===== config.mk =====
export PLATFORM = sky130hd
export DESIGN_NAME = lbd_ctrl
export DESIGN_NICKNAME = d
export VERILOG_FILES = /design/src/design/lbd_pkg.sv /design/src/design/lbd_ctrl.sv
export VERILOG_INCLUDE_DIRS = /design/src /design/src/design
export SDC_FILE = /design/constraint.sdc
export NUM_CORES = 1
export LEC_CHECK = 0
export ABC_CLOCK_PERIOD_IN_PS = 1100
export BUFFER_PORTS_ARGS = -buffer_cell sky130_fd_sc_hd__buf_4
export CORE_AREA = 2 2 39 41
export CTS_CLUSTER_DIAMETER = 80
export CTS_CLUSTER_SIZE = 14
export DETAILED_ROUTE_END_ITERATION = 8
export DIE_AREA = 0 0 41 43
export GPL_TIMING_DRIVEN = 0
export PLACE_DENSITY_LB_ADDON = 0.25
export SYNTH_ARGS = -nofsm -noshare
export SYNTH_HDL_FRONTEND = slang
export SYNTH_SLANG_ARGS = --single-unit

===== constraint.sdc =====
create_clock -name clk -period 1.1 [get_ports clk]
set_clock_uncertainty 0.1 [all_clocks]
set_input_delay 0.055 -clock clk [delete_from_list [all_inputs] [get_ports clk]]
set_output_delay 0.055 -clock clk [all_outputs]
set_load 0.02 [all_outputs]

===== src/design/assert_macros.svh =====
// Assertion helpers shared by the letterbox detector modules.
`ifndef ASSERT_MACROS_SVH
`define ASSERT_MACROS_SVH

// Same-cycle implication, disabled while reset is asserted.
`define ASSERT_IMPLY(label, clk, rst_n, ante, cons, msg) \
  label: assert property (@(posedge clk) disable iff (!rst_n) (ante) |-> (cons)) \
    else $error(msg);

// Next-cycle implication, disabled while reset is asserted.
`define ASSERT_NEXT(label, clk, rst_n, ante, cons, msg) \
  label: assert property (@(posedge clk) disable iff (!rst_n) (ante) |=> (cons)) \
    else $error(msg);

`endif


===== src/design/lbd_pkg.sv =====
package lbd_pkg;

  localparam int DEF_MAX_WIDTH  = 2048;
  localparam int DEF_MAX_HEIGHT = 2048;

  localparam int CFG_W      = 12;
  localparam int CFG_IDX_W  = 2;
  localparam int SIZE_W     = 12;
  localparam int SENS_W     = 10;
  localparam int EDGE_W     = 11;
  localparam int SUM_W      = 21;
  localparam int PIX_W      = 10;
  localparam int BYTE_W     = 8;
  localparam int SUG_W      = 12;
  localparam int PROD_W     = 32;
  localparam int K_W        = 20;
  localparam int IN_DATA_W  = 24;
  localparam int OUT_DATA_W = 48;

  localparam logic [SUM_W-1:0] SUM_MAX = '1;
  localparam logic [SUG_W-1:0] SUG_NONE = '1;

  // mean > sens/1000 of full scale, scaled up to stay in integers
  localparam int SCALE      = 1000;
  localparam int FULL_SCALE = 765;

  localparam logic [SIZE_W-1:0] RST_FRAME_WIDTH  = 12'd1920;
  localparam logic [SIZE_W-1:0] RST_FRAME_HEIGHT = 12'd1080;
  localparam logic [SENS_W-1:0] RST_SENSITIVITY  = 10'd10;
  localparam logic              RST_STABILITY    = 1'b1;

  localparam logic [CFG_IDX_W-1:0] CFG_FRAME_WIDTH  = 2'd0;
  localparam logic [CFG_IDX_W-1:0] CFG_FRAME_HEIGHT = 2'd1;
  localparam logic [CFG_IDX_W-1:0] CFG_SENSITIVITY  = 2'd2;
  localparam logic [CFG_IDX_W-1:0] CFG_STABILITY    = 2'd3;

  // cycles for the threshold products to follow a register write
  localparam logic [1:0] SETTLE_CYCLES = 2'd3;

  typedef enum logic [2:0] {
    ST_IDLE,
    ST_ACC,
    ST_ROW,
    ST_SCAN,
    ST_DRAIN,
    ST_DECIDE
  } lbd_state_t;

  typedef struct packed {
    logic load;
    logic acc;
    logic row;
    logic scan;
    logic commit;
  } lbd_cmd_t;

  typedef struct packed {
    logic row_end;
    logic frame_end;
    logic scan_last;
  } lbd_status_t;

  function automatic logic [SUM_W-1:0] sat_add(input logic [SUM_W-1:0] a,
                                               input logic [PIX_W-1:0] b);
    logic [SUM_W:0] s;
    s = {1'b0, a} + (SUM_W+1)'(b);
    return s[SUM_W] ? SUM_MAX : s[SUM_W-1:0];
  endfunction

  function automatic logic bright(input logic [SUM_W-1:0] sum,
                                  input logic [PROD_W-1:0] thr);
    logic [PROD_W-1:0] lhs;
    lhs = PROD_W'(sum) * PROD_W'(SCALE);
    return lhs > thr;
  endfunction

endpackage


===== src/design/lbd_ctrl.sv =====
`include "assert_macros.svh"

module lbd_ctrl (
  input  logic                 clk,
  input  logic                 rst_n,
  input  logic                 cfg_we,
  input  logic                 in_tvalid,
  output logic                 in_tready,
  output logic                 out_tvalid,
  input  logic                 out_tready,
  output lbd_pkg::lbd_cmd_t    cmd,
  input  lbd_pkg::lbd_status_t status
);
  import lbd_pkg::*;

  lbd_state_t state_r, state_nxt;
  logic [1:0] settle_r, settle_nxt;
  logic       out_valid_r, out_valid_nxt;
  logic       ready;

  always_ff @(posedge clk) begin
    if (!rst_n) begin
      state_r     <= ST_IDLE;
      settle_r    <= SETTLE_CYCLES;
      out_valid_r <= 1'b0;
    end else begin
      state_r     <= state_nxt;
      settle_r    <= settle_nxt;
      out_valid_r <= out_valid_nxt;
    end
  end

  always_comb begin
    state_nxt = state_r;
    cmd       = '0;
    ready     = (state_r == ST_IDLE) && (settle_r == '0);

    unique case (state_r)
      ST_IDLE: begin
        if (in_tvalid && ready) begin
          cmd.load  = 1'b1;
          state_nxt = ST_ACC;
        end
      end
      ST_ACC: begin
        cmd.acc   = 1'b1;
        state_nxt = status.row_end ? ST_ROW : ST_IDLE;
      end
      ST_ROW: begin
        cmd.row   = 1'b1;
        state_nxt = status.frame_end ? ST_SCAN : ST_IDLE;
      end
      ST_SCAN: begin
        cmd.scan = 1'b1;
        if (status.scan_last) begin
          state_nxt = ST_DRAIN;
        end
      end
      ST_DRAIN: begin
        state_nxt = ST_DECIDE;
      end
      ST_DECIDE: begin
        if (!out_valid_r || out_tready) begin
          cmd.commit = 1'b1;
          state_nxt  = ST_IDLE;
        end
      end
      default: begin
        state_nxt = ST_IDLE;
      end
    endcase

    if (cfg_we) begin
      settle_nxt = SETTLE_CYCLES;
    end else if (settle_r != '0) begin
      settle_nxt = settle_r - 2'd1;
    end else begin
      settle_nxt = settle_r;
    end

    if (cmd.commit) begin
      out_valid_nxt = 1'b1;
    end else if (out_tready) begin
      out_valid_nxt = 1'b0;
    end else begin
      out_valid_nxt = out_valid_r;
    end
  end

  assign in_tready  = ready;
  assign out_tvalid = out_valid_r;

  `ASSERT_NEXT(a_accept_acc, clk, rst_n, in_tvalid && in_tready, state_r == ST_ACC, "accepted word not taken into accumulate")
  `ASSERT_NEXT(a_cfg_settle, clk, rst_n, cfg_we, !in_tready, "word accepted before thresholds settled")

endmodule


Word level (Yosys, flattened, before mapping)
Cells that the tools add are included.
{ "word_totals": {"ff_bits": 6, "out_inout_bits": 7} }
{ "op_classes": {"eq_ne": 8, "addsub": 1, "n_reduce_logical": 10, "bitwise": 1, "muxes": 15} }
{ "op_table": {"columns": ["op", "count"], "rows": [
  ["$pmux 3 s6", 1],
  ["$mux 1", 9],
  ["$mux 3", 3],
  ["$eq 3x2->1 const B", 2],
  ["$eq 3x3->1 const B", 2],
  ["$mux 2", 2],
  ["$ne 2x2->1 const B", 2],
  ["$reduce_bool 2->1", 2],
  ["$eq 3x1->1 const B", 1],
  ["$logic_not 3->1", 1],
  ["$reduce_and 3->1", 1],
  ["$logic_and 1x1->1", 2],
  ["$logic_not 2->1", 1],
  ["$ne 2x1->1 const B", 1],
  ["$reduce_or 2->1", 1],
  ["$sub 2x1->2 const B", 1],
  ["$logic_not 1->1", 1],
  ["$logic_or 1x1->1", 1],
  ["$not 1->1", 1]
]} }

Logic depth before layout (Yosys ltp)
{ "logic_depth": {"word_depth": 5, "depth_mapped": 5} }

Worst setup path before layout
OpenSTA, ideal clock, no wires.
{ "synth_path": {"path_type": "reg2reg", "startpoint": "register settle_r[0]", "endpoint": "register state_r[1]", "t_arrival_ns": 0.977, "path_slack_ns": -0.063, "setup_ns": 0.086, "stages_incl_launch_ff": 6, "path_cell_list": "dfxtp_1 > inv_1 > ha_1 > nand2_1 > a21bo_1 > a211oi_1"} }
{ "synth_between": {"elab_chain_cells": 5} }
{ "synth_lines": {"columns": ["element", "line", "text"], "rows": [
  ["start: declaration", "lbd_ctrl.sv:17", "logic [1:0] settle_r, settle_nxt;"],
  ["start signal: assignment", "lbd_ctrl.sv:28", "settle_r <= settle_nxt;"],
  ["$logic_not 2->1", "lbd_ctrl.sv:36", "ready = (state_r == ST_IDLE) && (settle_r == '0);"],
  ["$logic_and 1x1->1", "lbd_ctrl.sv:36", null],
  ["$logic_and 1x1->1", "lbd_ctrl.sv:40", "if (in_tvalid && ready) begin"],
  ["$ne 2x1->1 (no line)", null, null],
  ["$reduce_and 3->1 (no line)", null, null],
  ["end signal: assignment", "lbd_ctrl.sv:27", "state_r <= state_nxt;"],
  ["end: declaration", "lbd_ctrl.sv:16", "lbd_state_t state_r, state_nxt;"]
]} }
Every way passes these cells.
A chain may end at the register's enable or synchronous reset.

==> results.md <==
* Via/cell ratio at 4.536
* Clock latency on the worst-skew pair at 240 ps
* Synthesis warning total at 0
* Multi-input gate area at 262.8 um2
* Routed len/inst at 9.857 um
* Io pins at 15
* Sequential area share after synthesis at 32.32%
* Core Box Area at 1384 um2
* Port bufs at 14
* DRC errors left at 0
* Worst-Margin Slew at 187.3 ps
* Syn_nets at 53
* Area fraction of the dominant cell type after synthesis at 32.32%
* Gr ovfl total at 0
* Post-route cell area at 664.4 um2
* Max-Cap Viols at 0
* Initial Util at 26.85%
* Tmin final at 1351 ps
* ANT cells at 0
* GRT Total Usage at 10.28%
* EDFF count, synth at 0
* Critical Path RT at 940 ps
* Placed insts at 74
* Die H at 43 um
* FF+latch area at 130.1 um2
* RSZ-0062 raised after global routing: true
* WL final at 828 um
* Static leakage at 0.3027 nW
* Yosys cell types at 27
* GPL Wtd Cong at 0.7117
* Total negative slack at -1522 ps
* Failing checks: negative setup slack
* Final period utilization at 122.8%
* TritonCTS clock tree: yes
* Clk slew on worst S/H paths at 50 ps
* Type of origin of the critical path: register
* Final Hold Viols at 0
* Vias in the first global route at 322
* DR vias at 381
* Top post-synthesis cells by count: dfxtp_1, nand2_1, inv_1
* Max rail drop VDD at 0.0005275 V
* Post-Syn Area at 371.6 um2
* CTS buffer count at 3
* Initial DRC count at 3
* First-pass GRT wire length at 1193 um
* Full die area at 1763 um2
* Final setup margin at -250.7 ps
* Setup CP Type: register to output pin
* Worst Path Max Fanout at 6
* Crit. End Element: output pin
* Slew Viols, Final at 0
* Fraction of registers with async set or reset after synthesis at 0%
* Routed Antenna Nets at 0
* PwrDens at 734.4 nW/um2
* Post-Place Cell Area at 519.2 um2
* Fin cells at 84
* Fmax at 740.4 MHz
* Final setup viols at 9
* DRT Pass-1 Iters at 4
* Initial antenna violation count at 0
* Area added between synthesis and finish at 78.79%
* Post-synthesis average cell area at 8.446 um2
* Die width at 41 um
* Slew headroom at 87.46%
* Dpl hpwl at 551.7 um
* Clock Sink Count at 6
* Pre-CTS setup slack at -79.65 ps
* Layout Nets at 79
* Status: complete, but fails checks
* Syn Inst Count at 44
* Critical Path AT at 1200 ps
* Root Driver: clkbuf_4
* Core Rows at 14
* Layout fillers at 141
* Share of cells above drive strength 1 at 64.71%
* Flops & latches, synth at 6
* Hold crit path type: primary input to register
* Top cells by area, synth: dfxtp_1, nand2_1, and2b_1
* Max Buffers Root-to-Sink at 2
* Primary FF master, synth: dfxtp_1
* Largest net degree at the start of global routing at 9
* Yosys top cell by area: dfxtp_1
* CTS H-Tree Depth at 1
timing repair:
item	4_1_cts	5_1_grt
gates resized for setup	10	13
setup endpoints to repair	8	11
hold buffers	3	0
pin swaps	7	10
hold endpoints to repair	4	0
setup buffers	3	3
kinds of logic after synthesis:
group	count (synthesis)	share of synthesized area, %
simple gates	19	30.97
compound gates	9	16.84
buf+inv	7	11.11
flops	6	32.32
xor+xnor	1	2.357
mux	1	3.030
fa+ha+maj	1	3.366
where the power goes:
group | total (W) | internal (W) | switching [W]
Clock | 0.000207 | 0.000124 | 0.0000836
Combinational | 0.0000609 | 0.0000403 | 0.0000206
Sequential | 0.000220 | 0.000217 | 0.00000242
Total | 0.000488 | 0.000381 | 0.000107
cell type report:
| type | instances | share of cell area [%] |
|---|---|---|
| flip-flops and latches | 6 | 19.59 |
| well taps | 16 | 3.013 |
| plain buffers | 1 | 1.695 |
| repair buffers | 23 | 30.51 |
| clock buffers | 3 | 3.390 |
| multi-input cells | 31 | 39.55 |
| inverters | 4 | 2.260 |
stage by stage:
| step | utilization, % | power, W | hold WS [ps] |
|---|---|---|---|
| floorplan | - | 0.0002484 | 57.48 |
| CTS | 44.39 | 0.0005002 | 6.913 |
| detailed placement | 37.52 | 0.0002749 | 150.3 |
| global route | 48.01 | 0.0005152 | 18.05 |
| finish | 48.01 | 0.0004879 | 15.96 |
| global placement | 37.52 | 0.0002738 | 147.6 |
metal layers:
| metal | routed length (um) | up-vias | share of wire (%) | track usage, % |
|---|---|---|---|---|
| li1 | - | 197 | - | - |
| met1 | 342 | 175 | 41 | 11.07 |
| met2 | 444 | 9 | 54 | 15.63 |
| met3 | 40 | 0 | 4.8 | 7.853 |
| met4 | 0 | 0 | 0 | 2.000 |
| met5 | 0 | - | 0 | 0 |
flip-flops by register name, summed over array words and instances, names as in the netlist:
register / cells
state_r: 3
settle_r: 2
out_tvalid: 1
worst max-delay path, cell delays in order, from the launching register on:
cell and delay (ps):
dfxtp_2 310, buf_6 120, nor3_4 200, and3_4 210
buf_6 110
worst paths after layout:
| path | start | endpoint | slack (ps) | cells after the start |
|---|---|---|---|---|
| setup reg to reg | state_r[0]$_SDFFE_PN0P_ | state_r[2]$_SDFFE_PN0P_ | -160 | 6 |
| setup / recovery | state_r[0]$_SDFFE_PN0P_ | cmd[4] | -250 | 4 |
| hold / removal | status[1] | state_r[1]$_SDFFE_PN0P_ | 20 | 3 |
| hold reg to reg | state_r[2]$_SDFFE_PN0P_ | state_r[1]$_SDFFE_PN0P_ | 380 | 1 |
cell usage in the layout (no fill, tap or decap), types with 2 or more instances in the layout:
cell type      count
dlygate4sd3_1      3
dfxtp_1            2
buf_6              7
dfxtp_2            2
clkbuf_4           3
a21oi_2            2
dfxtp_4            2
buf_4             14
nor2b_1            2
nand2_1            6
inv_2              3
and2b_1            2
No activity file was read; power rests on OpenSTA's default activity.
